[config.mk]
export PLATFORM = sky130hd
export DESIGN_NAME = pressure_frame_parser_unit
export DESIGN_NICKNAME = d
export VERILOG_FILES = /design/src/rtl/pfp_pkg.sv /design/src/rtl/pfp_front.sv /design/src/rtl/pfp_cmd_fifo.sv /design/src/rtl/pfp_divider.sv /design/src/rtl/pfp_back.sv /design/src/rtl/pressure_frame_parser_unit.sv
export SDC_FILE = /design/constraint.sdc
export NUM_CORES = 1
export LEC_CHECK = 0
export ABC_CLOCK_PERIOD_IN_PS = 4970
export BUFFER_PORTS_ARGS = -buffer_cell sky130_fd_sc_hd__buf_2
export CAP_MARGIN = 20
export CORE_MARGIN = 1.5
export CORE_UTILIZATION = 30
export CTS_BUF_LIST = sky130_fd_sc_hd__clkbuf_8 sky130_fd_sc_hd__clkbuf_16
export DETAILED_ROUTE_END_ITERATION = 8
export PLACE_DENSITY = 0.57
export SLEW_MARGIN = 20
export SYNTH_ARGS = -nofsm -noshare
export SYNTH_HDL_FRONTEND = slang
export SYNTH_SLANG_ARGS = --single-unit
[constraint.sdc]
create_clock -name i_clk -period 4.97 [get_ports i_clk]
set_clock_uncertainty 0.05 [all_clocks]
set_input_delay 0.7455 -clock i_clk [delete_from_list [all_inputs] [get_ports i_clk]]
set_output_delay 0.7455 -clock i_clk [all_outputs]
set_load 0.005 [all_outputs]
[src/rtl/pfp_pkg.sv]
// Package with constants, types and state codes shared by the pressure frame parser.
`default_nettype none

package pfp_pkg;

    // Table size and frame length.
    localparam int CHANNELS    = 12;
    localparam int FRAME_BYTES = 16;

    // Widths derived from the sizes above.
    localparam int POS_W      = $clog2(FRAME_BYTES);
    localparam int CH_IDX_W   = (CHANNELS > 1) ? $clog2(CHANNELS) : 1;
    localparam int CMD_DEPTH  = 4;
    localparam int CMD_PTR_W  = $clog2(CMD_DEPTH);
    localparam int CMD_CNT_W  = $clog2(CMD_DEPTH + 1);

    // Field widths of the item and result ports.
    localparam int CHAN_W     = 4;
    localparam int BYTE_W     = 8;
    localparam int RAW_W      = 16;
    localparam int ID_W       = 16;
    localparam int SID_W      = 11;
    localparam int PRESS_W    = 22;
    localparam int DIVISOR_W  = RAW_W + 1;
    localparam int DIV_CNT_W  = $clog2(PRESS_W + 1);

    // Frame layout: byte positions of the fields, header counted as byte 0.
    localparam int POS_ID_HI  = 6;
    localparam int POS_ID_LO  = 7;
    localparam int POS_CHAN   = 8;
    localparam int POS_RAW_HI = 9;
    localparam int POS_RAW_LO = 10;

    // Protocol and conversion constants.
    localparam logic [BYTE_W-1:0]  HEADER_BYTE     = 8'hAA;
    localparam logic [ID_W:0]      ID_BASE         = 17'd2047;
    localparam logic [PRESS_W-1:0] SCALE_NUM       = 22'd4000000;
    localparam logic [PRESS_W-1:0] PRESSURE_OFFSET = 22'd1000;

    // Item opcodes.
    localparam logic OP_BYTE = 1'b0;
    localparam logic OP_READ = 1'b1;

    // Result kinds.
    localparam logic KIND_UPDATE = 1'b0;
    localparam logic KIND_READ   = 1'b1;

    // Configuration register indexes.
    localparam logic REG_SENSOR_ID = 1'b0;

    // Command from the parser to the executing back end.
    typedef struct packed {
        logic              kind;
        logic [CHAN_W-1:0] channel;
        logic [RAW_W-1:0]  raw;
    } t_cmd;

    // One result item.
    typedef struct packed {
        logic               kind;
        logic [CHAN_W-1:0]  channel;
        logic [PRESS_W-1:0] pressure;
    } t_result;

    // Back end sequencer states.
    typedef enum logic [1:0] {
        BK_IDLE,
        BK_DIV,
        BK_EMIT
    } t_back_state;

endpackage

`default_nettype wire

[src/rtl/pfp_front.sv]
// Front end: accepts items, tracks frame bytes and issues update and read commands.
`default_nettype none

module pfp_front (
    input  wire logic                        i_clk,
    input  wire logic                        i_rst_n,
    input  wire logic                        i_valid,
    input  wire logic                        i_opcode,
    input  wire logic [pfp_pkg::BYTE_W-1:0]  i_rx_byte,
    input  wire logic [pfp_pkg::CHAN_W-1:0]  i_read_channel,
    input  wire logic [pfp_pkg::SID_W-1:0]   i_sensor_id,
    output      logic                        o_cmd_valid,
    output      pfp_pkg::t_cmd               o_cmd
);

    logic                       r_in_frame;
    logic [pfp_pkg::POS_W-1:0]  r_pos;
    logic [pfp_pkg::ID_W-1:0]   r_id_hold;
    logic [pfp_pkg::BYTE_W-1:0] r_chan_hold;
    logic [pfp_pkg::RAW_W-1:0]  r_raw_hold;

    logic [pfp_pkg::ID_W-1:0]   n_id_hold;
    logic [pfp_pkg::BYTE_W-1:0] n_chan_hold;
    logic [pfp_pkg::RAW_W-1:0]  n_raw_hold;

    logic                       byte_in;
    logic                       last_byte;
    logic [pfp_pkg::ID_W:0]     id_sum;
    logic                       frame_ok;

    assign byte_in   = i_valid && (i_opcode == pfp_pkg::OP_BYTE);
    assign last_byte = (r_pos == pfp_pkg::POS_W'(pfp_pkg::FRAME_BYTES - 1));

    // Field capture; the check on the last byte sees the byte just arriving.
    always_comb begin
        n_id_hold   = r_id_hold;
        n_chan_hold = r_chan_hold;
        n_raw_hold  = r_raw_hold;
        if (r_in_frame) begin
            if (r_pos == pfp_pkg::POS_W'(pfp_pkg::POS_ID_HI)) begin
                n_id_hold[15:8] = i_rx_byte;
            end
            if (r_pos == pfp_pkg::POS_W'(pfp_pkg::POS_ID_LO)) begin
                n_id_hold[7:0] = i_rx_byte;
            end
            if (r_pos == pfp_pkg::POS_W'(pfp_pkg::POS_CHAN)) begin
                n_chan_hold = i_rx_byte;
            end
            if (r_pos == pfp_pkg::POS_W'(pfp_pkg::POS_RAW_HI)) begin
                n_raw_hold[15:8] = i_rx_byte;
            end
            if (r_pos == pfp_pkg::POS_W'(pfp_pkg::POS_RAW_LO)) begin
                n_raw_hold[7:0] = i_rx_byte;
            end
        end
    end

    assign id_sum   = {1'b0, n_id_hold}
                    + {{(pfp_pkg::ID_W + 1 - pfp_pkg::SID_W){1'b0}}, i_sensor_id};
    assign frame_ok = (id_sum == pfp_pkg::ID_BASE)
                   && (32'(n_chan_hold) < pfp_pkg::CHANNELS);

    always_comb begin
        o_cmd_valid = 1'b0;
        o_cmd.kind    = pfp_pkg::KIND_READ;
        o_cmd.channel = i_read_channel;
        o_cmd.raw     = n_raw_hold;
        if (i_valid && (i_opcode == pfp_pkg::OP_READ)) begin
            o_cmd_valid = 1'b1;
        end else if (byte_in && r_in_frame && last_byte && frame_ok) begin
            o_cmd_valid   = 1'b1;
            o_cmd.kind    = pfp_pkg::KIND_UPDATE;
            o_cmd.channel = n_chan_hold[pfp_pkg::CHAN_W-1:0];
        end
    end

    always_ff @(posedge i_clk) begin
        if (!i_rst_n) begin
            r_in_frame <= 1'b0;
            r_pos      <= '0;
        end else if (byte_in) begin
            r_id_hold   <= n_id_hold;
            r_chan_hold <= n_chan_hold;
            r_raw_hold  <= n_raw_hold;
            if (!r_in_frame) begin
                if (i_rx_byte == pfp_pkg::HEADER_BYTE) begin
                    r_in_frame <= 1'b1;
                    r_pos      <= pfp_pkg::POS_W'(1);
                end
            end else if (last_byte) begin
                r_in_frame <= 1'b0;
                r_pos      <= '0;
            end else begin
                r_pos <= r_pos + pfp_pkg::POS_W'(1);
            end
        end
    end

endmodule

`default_nettype wire

[src/rtl/pfp_cmd_fifo.sv]
// Short command queue between the front end and the back end.
`default_nettype none

module pfp_cmd_fifo (
    input  wire logic           i_clk,
    input  wire logic           i_rst_n,
    input  wire logic           i_push,
    input  wire pfp_pkg::t_cmd  i_data,
    input  wire logic           i_pop,
    output      pfp_pkg::t_cmd  o_data,
    output      logic           o_full,
    output      logic           o_empty
);

    pfp_pkg::t_cmd                 r_mem [pfp_pkg::CMD_DEPTH];
    logic [pfp_pkg::CMD_PTR_W-1:0] r_wr_ptr;
    logic [pfp_pkg::CMD_PTR_W-1:0] r_rd_ptr;
    logic [pfp_pkg::CMD_CNT_W-1:0] r_count;
    logic                          do_push;
    logic                          do_pop;

    assign o_full  = (r_count == pfp_pkg::CMD_CNT_W'(pfp_pkg::CMD_DEPTH));
    assign o_empty = (r_count == '0);
    assign o_data  = r_mem[r_rd_ptr];
    assign do_push = i_push && !o_full;
    assign do_pop  = i_pop && !o_empty;

    always_ff @(posedge i_clk) begin
        if (do_push) begin
            r_mem[r_wr_ptr] <= i_data;
        end
    end

    always_ff @(posedge i_clk) begin
        if (!i_rst_n) begin
            r_wr_ptr <= '0;
            r_rd_ptr <= '0;
            r_count  <= '0;
        end else begin
            if (do_push) begin
                r_wr_ptr <= r_wr_ptr + pfp_pkg::CMD_PTR_W'(1);
            end
            if (do_pop) begin
                r_rd_ptr <= r_rd_ptr + pfp_pkg::CMD_PTR_W'(1);
            end
            if (do_push && !do_pop) begin
                r_count <= r_count + pfp_pkg::CMD_CNT_W'(1);
            end else if (do_pop && !do_push) begin
                r_count <= r_count - pfp_pkg::CMD_CNT_W'(1);
            end
        end
    end

endmodule

`default_nettype wire

[src/rtl/pfp_divider.sv]
// Restoring divider: the scale constant divided by a 17-bit divisor, one bit per cycle.
`default_nettype none

module pfp_divider (
    input  wire logic                           i_clk,
    input  wire logic                           i_rst_n,
    input  wire logic                           i_start,
    input  wire logic [pfp_pkg::DIVISOR_W-1:0]  i_divisor,
    output      logic                           o_done,
    output      logic [pfp_pkg::PRESS_W-1:0]    o_quotient
);

    logic                            r_busy;
    logic                            r_done;
    logic [pfp_pkg::DIV_CNT_W-1:0]   r_cnt;
    logic [pfp_pkg::DIVISOR_W-1:0]   r_div;
    logic [pfp_pkg::DIVISOR_W-1:0]   r_rem;
    logic [pfp_pkg::PRESS_W-1:0]     r_quo;

    logic [pfp_pkg::DIVISOR_W:0]     partial;
    logic [pfp_pkg::DIVISOR_W:0]     diff;
    logic                            fits;

    // The quotient register starts out holding the dividend and shifts it
    // out from the top while the quotient bits shift in at the bottom.
    assign partial = {r_rem, r_quo[pfp_pkg::PRESS_W-1]};
    assign fits    = (partial >= {1'b0, r_div});
    assign diff    = partial - {1'b0, r_div};

    assign o_done     = r_done;
    assign o_quotient = r_quo;

    always_ff @(posedge i_clk) begin
        if (!i_rst_n) begin
            r_busy <= 1'b0;
            r_done <= 1'b0;
            r_cnt  <= '0;
        end else begin
            r_done <= 1'b0;
            if (i_start) begin
                r_busy <= 1'b1;
                r_cnt  <= pfp_pkg::DIV_CNT_W'(pfp_pkg::PRESS_W);
                r_div  <= i_divisor;
                r_rem  <= '0;
                r_quo  <= pfp_pkg::SCALE_NUM;
            end else if (r_busy) begin
                r_rem <= fits ? diff[pfp_pkg::DIVISOR_W-1:0]
                              : partial[pfp_pkg::DIVISOR_W-1:0];
                r_quo <= {r_quo[pfp_pkg::PRESS_W-2:0], fits};
                r_cnt <= r_cnt - pfp_pkg::DIV_CNT_W'(1);
                if (r_cnt == pfp_pkg::DIV_CNT_W'(1)) begin
                    r_busy <= 1'b0;
                    r_done <= 1'b1;
                end
            end
        end
    end

endmodule

`default_nettype wire

[src/rtl/pfp_back.sv]
// Back end: runs queued commands, owns the pressure table and the result register.
`default_nettype none

module pfp_back (
    input  wire logic           i_clk,
    input  wire logic           i_rst_n,
    input  wire logic           i_cmd_empty,
    input  wire pfp_pkg::t_cmd  i_cmd,
    output      logic           o_cmd_pop,
    output      logic           o_res_valid,
    output      pfp_pkg::t_result o_res,
    input  wire logic           i_res_pop
);

    pfp_pkg::t_back_state          r_state;
    pfp_pkg::t_back_state          n_state;
    pfp_pkg::t_cmd                 r_cmd;

    logic [pfp_pkg::PRESS_W-1:0]   r_tbl     [pfp_pkg::CHANNELS];
    logic [pfp_pkg::CHANNELS-1:0]  r_tbl_vld;

    logic                          r_res_valid;
    pfp_pkg::t_result              r_res;

    logic                          div_start;
    logic                          div_done;
    logic [pfp_pkg::PRESS_W-1:0]   quotient;
    logic [pfp_pkg::PRESS_W-1:0]   pressure;
    logic [pfp_pkg::PRESS_W-1:0]   tbl_value;
    logic [pfp_pkg::CH_IDX_W-1:0]  tbl_idx;
    logic                          chan_in_range;
    logic                          slot_free;
    logic                          res_load;
    logic                          tbl_we;

    pfp_divider u_div (
        .i_clk      (i_clk),
        .i_rst_n    (i_rst_n),
        .i_start    (div_start),
        .i_divisor  ({1'b0, i_cmd.raw} + pfp_pkg::DIVISOR_W'(1)),
        .o_done     (div_done),
        .o_quotient (quotient)
    );

    assign slot_free     = !r_res_valid || i_res_pop;
    assign chan_in_range = (32'(r_cmd.channel) < pfp_pkg::CHANNELS);
    assign tbl_idx       = pfp_pkg::CH_IDX_W'(r_cmd.channel);
    assign tbl_value     = (chan_in_range && r_tbl_vld[tbl_idx]) ? r_tbl[tbl_idx] : '0;
    assign pressure      = (quotient > pfp_pkg::PRESSURE_OFFSET)
                         ? (quotient - pfp_pkg::PRESSURE_OFFSET) : '0;

    // Next state.
    always_comb begin
        n_state = r_state;
        case (r_state)
            pfp_pkg::BK_IDLE: begin
                if (!i_cmd_empty) begin
                    n_state = (i_cmd.kind == pfp_pkg::KIND_UPDATE) ? pfp_pkg::BK_DIV
                                                                   : pfp_pkg::BK_EMIT;
                end
            end
            pfp_pkg::BK_DIV: begin
                if (div_done) begin
                    n_state = pfp_pkg::BK_EMIT;
                end
            end
            pfp_pkg::BK_EMIT: begin
                if (slot_free) begin
                    n_state = pfp_pkg::BK_IDLE;
                end
            end
            default: n_state = pfp_pkg::BK_IDLE;
        endcase
    end

    // State outputs.
    always_comb begin
        o_cmd_pop = 1'b0;
        div_start = 1'b0;
        res_load  = 1'b0;
        tbl_we    = 1'b0;
        case (r_state)
            pfp_pkg::BK_IDLE: begin
                o_cmd_pop = !i_cmd_empty;
                div_start = !i_cmd_empty && (i_cmd.kind == pfp_pkg::KIND_UPDATE);
            end
            pfp_pkg::BK_EMIT: begin
                res_load = slot_free;
                tbl_we   = slot_free && (r_cmd.kind == pfp_pkg::KIND_UPDATE);
            end
            default: begin
                o_cmd_pop = 1'b0;
            end
        endcase
    end

    always_ff @(posedge i_clk) begin
        if (!i_rst_n) begin
            r_state     <= pfp_pkg::BK_IDLE;
            r_res_valid <= 1'b0;
            r_tbl_vld   <= '0;
        end else begin
            r_state <= n_state;
            if (o_cmd_pop) begin
                r_cmd <= i_cmd;
            end
            if (res_load) begin
                r_res_valid    <= 1'b1;
                r_res.kind     <= r_cmd.kind;
                r_res.channel  <= r_cmd.channel;
                r_res.pressure <= (r_cmd.kind == pfp_pkg::KIND_UPDATE) ? pressure : tbl_value;
            end else if (i_res_pop) begin
                r_res_valid <= 1'b0;
            end
            if (tbl_we) begin
                r_tbl_vld[tbl_idx] <= 1'b1;
            end
        end
    end

    always_ff @(posedge i_clk) begin
        if (tbl_we) begin
            r_tbl[tbl_idx] <= pressure;
        end
    end

    assign o_res_valid = r_res_valid;
    assign o_res       = r_res;

endmodule

`default_nettype wire

[src/rtl/pressure_frame_parser_unit.sv]
// Top level of the pressure frame parser: ports, configuration register and wiring.
`default_nettype none

// Channel        Handshake                        Payload
// -------------  -------------------------------  ---------------------------------
// item in        push / full                      i_opcode, i_rx_byte, i_read_channel
// result out     empty / pop                      o_kind, o_channel, o_pressure
// configuration  psel, penable, pwrite, pready    paddr, pwdata, prdata (sensor id)
//
// A stream byte or a read is taken whenever the command queue has room;
// only reads and accepted frames enter the queue, so the stream side rarely stalls.
// A read passes from the queue to the command register and, once the result register is free,
// into the result register; a frame update runs from its last byte through the queue and
// the bit-serial divider (22 steps), then waits for a free result register before it is loaded.
// Reset is synchronous and active low; it clears the parser, queue and table.
// A full result register holds the back end, which in turn fills the queue.

module pressure_frame_parser_unit (
    input  wire logic                          i_clk,
    input  wire logic                          i_rst_n,
    // Item channel.
    input  wire logic                          push,
    output      logic                          full,
    input  wire logic                          i_opcode,
    input  wire logic [pfp_pkg::BYTE_W-1:0]    i_rx_byte,
    input  wire logic [pfp_pkg::CHAN_W-1:0]    i_read_channel,
    // Result channel.
    output      logic                          empty,
    input  wire logic                          pop,
    output      logic                          o_kind,
    output      logic [pfp_pkg::CHAN_W-1:0]    o_channel,
    output      logic [pfp_pkg::PRESS_W-1:0]   o_pressure,
    // Configuration port.
    input  wire logic                          psel,
    input  wire logic                          penable,
    input  wire logic                          pwrite,
    input  wire logic [2:0]                    paddr,
    input  wire logic [31:0]                   pwdata,
    output      logic [31:0]                   prdata,
    output      logic                          pready
);

    logic [pfp_pkg::SID_W-1:0] r_sensor_id;

    logic             item_valid;
    logic             cmd_valid;
    pfp_pkg::t_cmd    cmd_in;
    pfp_pkg::t_cmd    cmd_head;
    logic             cmd_full;
    logic             cmd_empty;
    logic             cmd_pop;
    logic             res_valid;
    pfp_pkg::t_result res;
    logic             cfg_write;

    // The register sits at byte address zero; bit 2 of the address picks the register.
    assign pready    = 1'b1;
    assign cfg_write = psel && penable && pwrite && pready;
    assign prdata    = (paddr[2] == pfp_pkg::REG_SENSOR_ID)
                     ? {{(32 - pfp_pkg::SID_W){1'b0}}, r_sensor_id} : '0;

    always_ff @(posedge i_clk) begin
        if (!i_rst_n) begin
            r_sensor_id <= '0;
        end else if (cfg_write && (paddr[2] == pfp_pkg::REG_SENSOR_ID)) begin
            r_sensor_id <= pwdata[pfp_pkg::SID_W-1:0];
        end
    end

    // An item is transferred when push is high and the queue is not full.
    assign full       = cmd_full;
    assign item_valid = push && !cmd_full;

    pfp_front u_front (
        .i_clk          (i_clk),
        .i_rst_n        (i_rst_n),
        .i_valid        (item_valid),
        .i_opcode       (i_opcode),
        .i_rx_byte      (i_rx_byte),
        .i_read_channel (i_read_channel),
        .i_sensor_id    (r_sensor_id),
        .o_cmd_valid    (cmd_valid),
        .o_cmd          (cmd_in)
    );

    pfp_cmd_fifo u_fifo (
        .i_clk   (i_clk),
        .i_rst_n (i_rst_n),
        .i_push  (cmd_valid),
        .i_data  (cmd_in),
        .i_pop   (cmd_pop),
        .o_data  (cmd_head),
        .o_full  (cmd_full),
        .o_empty (cmd_empty)
    );

    pfp_back u_back (
        .i_clk       (i_clk),
        .i_rst_n     (i_rst_n),
        .i_cmd_empty (cmd_empty),
        .i_cmd       (cmd_head),
        .o_cmd_pop   (cmd_pop),
        .o_res_valid (res_valid),
        .o_res       (res),
        .i_res_pop   (pop)
    );

    // The result register holds the oldest result until it is transferred.
    assign empty      = !res_valid;
    assign o_kind     = res.kind;
    assign o_channel  = res.channel;
    assign o_pressure = res.pressure;

endmodule

`default_nettype wire

==> results.json <==
{
  "regToRegStartpoint": "u_front.r_pos[1]",
  "drc_errors": 0,
  "grt_pass1_vias": 13000,
  "grt_overflow": 0,
  "regToRegEndpoint": "u_fifo.r_count[2]",
  "regArea_um2": 15300,
  "hold_viol": 0,
  "wire_per_inst_um": 19.1,
  "cts_tree": "built",
  "holdPathEnd": "r_sensor_id[7]",
  "via_per_inst": 4.88,
  "n_antenna_cell": 0,
  "gp_congestion": 0.861,
  "run_status": "finished clean",
  "critPathKind": "reg -> reg",
  "fp.dieW_um": 280,
  "critPathLaunchType": "register",
  "clk_pin_slew_ps": 60,
  "slew_violations": 0,
  "finalSetupViolCount": 0,
  "yosysUniqueCellTypes": 80,
  "die-height_um": 280,
  "fin_cells": 2638,
  "setup_tns_ps": 0,
  "syn-cell-area_um2": 23000,
  "synth-async-reset-ratio": 0,
  "place_ws_ps": -103,
  "reg2reg_slack_ps": 190,
  "synth.area.top_cells": "edfxtp_1, mux4_2, dfxtp_1, nor2_1, mux2_2",
  "numCtsBuffers": 55,
  "multi_input_area_um2": 7290,
  "firstDrtPassIters": 5,
  "worst_pin_slew_ps": 1070,
  "dp_cells": 2533,
  "powerDensity_nw_per_um2": 443,
  "core_area_um2": 75800,
  "postRouteAntennaNets": 0,
  "max_cap_violations": 0,
  "ios": 117,
  "grt_use_total": 0.128,
  "cts_max_level": 2,
  "synth-seq-cells": 527,
  "post_cts_buffers": 0,
  "std_cell_rows": 101,
  "end_kind": "register",
  "synth_edf_count": 476,
  "worstPathArrival_ps": 5260,
  "post-route-period-util": 0.963,
  "syn-mean-instance-area_um2": 15.4,
  "wl_um": 50300,
  "clkLatencyLatePin_ps": 610,
  "grt_pass1_wl_um": 77100,
  "syn_to_final_growth_pct": 15.9,
  "yosysSeqAreaShare": 0.666,
  "p_leak_nw": 9.19,
  "ff2ff_path_depth": 18,
  "fin_nets": 1713,
  "holdPathStages": 3,
  "hpwlAfterDp_um": 32100,
  "synth.most_common_cell": "edfxtp_1",
  "hp-start": "pwdata[7]",
  "ir_drop_mv": 0.313,
  "netlist.area_leader.share": 0.622,
  "fmax_mhz": 209,
  "root_buffer": "clkbuf_16",
  "drt_iter0_drc": 1084,
  "crit_fanout": 3,
  "vias": 12900,
  "finalCriticalPeriod_ps": 4780,
  "final_util": 0.351,
  "grt_max_degree": 45,
  "synth_common_cells": "edfxtp_1, nor2_1, mux4_2, a21oi_1, nand2_1",
  "syn_inst": 1488,
  "die_area_um2": 78300,
  "slew_headroom": 0.282,
  "antenna_found_initial": 1,
  "ys_warn_count": 0,
  "drive_gt1_frac": 0.242,
  "port_buffers": 71,
  "synth_ff_type": "edfxtp_1",
  "required_ps": 5450,
  "yosysTopAreaCell": "edfxtp_1",
  "start_util": 0.303,
  "hold_class": "in -> reg",
  "clock-sinks": 527,
  "cts_max_path_buffers": 3,
  "layout_setup_ws_ps": 186,
  "fillCellCount": 7253,
  "whs_ps": 330
}
[registers in the layout (all words and copies together) (netlist names), 16 cells and up, named ones only]
signal,count
u_back.o_res,27
u_front.r_id_hold,16
u_back.u_div.r_rem,17
u_front.r_raw_hold,16
u_fifo.r_mem,84
u_back.u_div.o_quotient,22
u_back.r_tbl,264
u_back.u_div.r_div,17
[repair_timing]
| item | 4_1_cts | 5_1_grt |
|---|---|---|
| hold buffers | 0 | 0 |
| hold endpoints to repair | 0 | 0 |
| gates resized for setup | 1 | 16 |
| pin swaps | 2 | 5 |
| endpoints found under the setup margin | 1 | 1 |
[logic make-up (layout without fill, tap and decap cells)]
group,Yosys count,count (layout),synth area share
DFF,527,527,0.666
and+or+nand+nor,366,366,0.0791
AOI/OAI and AO/OA,188,188,0.0531
muxes,183,183,0.131
buffers and inverters,129,281,0.0261
xor gates and xnor gates,48,48,0.0183
adders and majority gates,45,45,0.0255
other,2,22,0.000327
[through the flow]
step | power (mW) | cell area [um^2]
6_report | 11.8 | 26600
3_3_place_gp | 7.87 | 24800
4_1_cts | 11.9 | 26500
5_1_grt | 12.3 | 26600
2_1_floorplan | 7.26 | 23100
3_5_place_dp | 7.93 | 24800
[final cells by class]
class	instances	share of cell area
timing repair buffer	128	0.0322
clock inverter	44	0.0109
clock buffer	60	0.0551
sequential	527	0.575
multi-input combinational	852	0.274
inverter	49	0.00691
tap	978	0.0459
[report_power, final]
part	total [mW]	leakage, nW	switching (mW)	internal [mW]
combinational	2.19	3.52	1.08	1.11
sequential	5.61	4.72	0.437	5.18
clock	3.98	0.951	1.71	2.27
[critical path, cell delays in order, from the launching register on]
cell and delay, ps:
dfxtp_1 340, ha_4 180, nand3_4 100, mux2_2 350, ha_2 190, fa_2 370, xnor2_1 180, a2111oi_4 320
nand4b_1 140, or4_4 540, a2111oi_4 330, o211a_1 260, or2_4 150, ha_1 160, inv_1 50, fa_1 370
xor2_1 170, or3_1 330, a21oi_2 140
[cells in the final DEF (no fill, tap or decap), types with 18 or more instances in the layout]
cell	n
a21oi_1	65
buf_2	71
buf_4	51
clkbuf_16	57
conb_1	22
dfxtp_1	46
edfxtp_1	476
ha_1	38
inv_1	73
mux2_2	49
mux2i_1	44
mux4_2	89
nand2_1	59
nand3_1	18
nor2_1	140
nor2b_1	30
o21ai_0	32
xnor2_1	34
[metal layers]
layer  global-route usage  vias up  share of wire
met1                0.173     6589           0.45
met5                    0        -              0
met3               0.0180       79          0.042
met4               0.0405        0          0.025
li1                     -     5925              -
met2                0.212      283           0.48
[how the worst max path moves through the flow]
stage                startpoint           endpoint  slack (ps)  depth (start not counted)
2_1_floorplan  u_front.r_pos[0]  u_fifo.r_count[2]           9                         19
3_3_place_gp       i_rx_byte[0]  u_fifo.r_count[2]        -140                         17
3_5_place_dp       i_rx_byte[0]  u_fifo.r_count[2]        -100                         17
4_1_cts        u_front.r_pos[0]  u_fifo.r_count[2]           5                         18
5_1_grt        u_front.r_pos[2]  u_fifo.r_count[2]         -30                         18
6_report       u_front.r_pos[1]  u_fifo.r_count[2]         190                         18
Power figures use the tool's default switching activity.
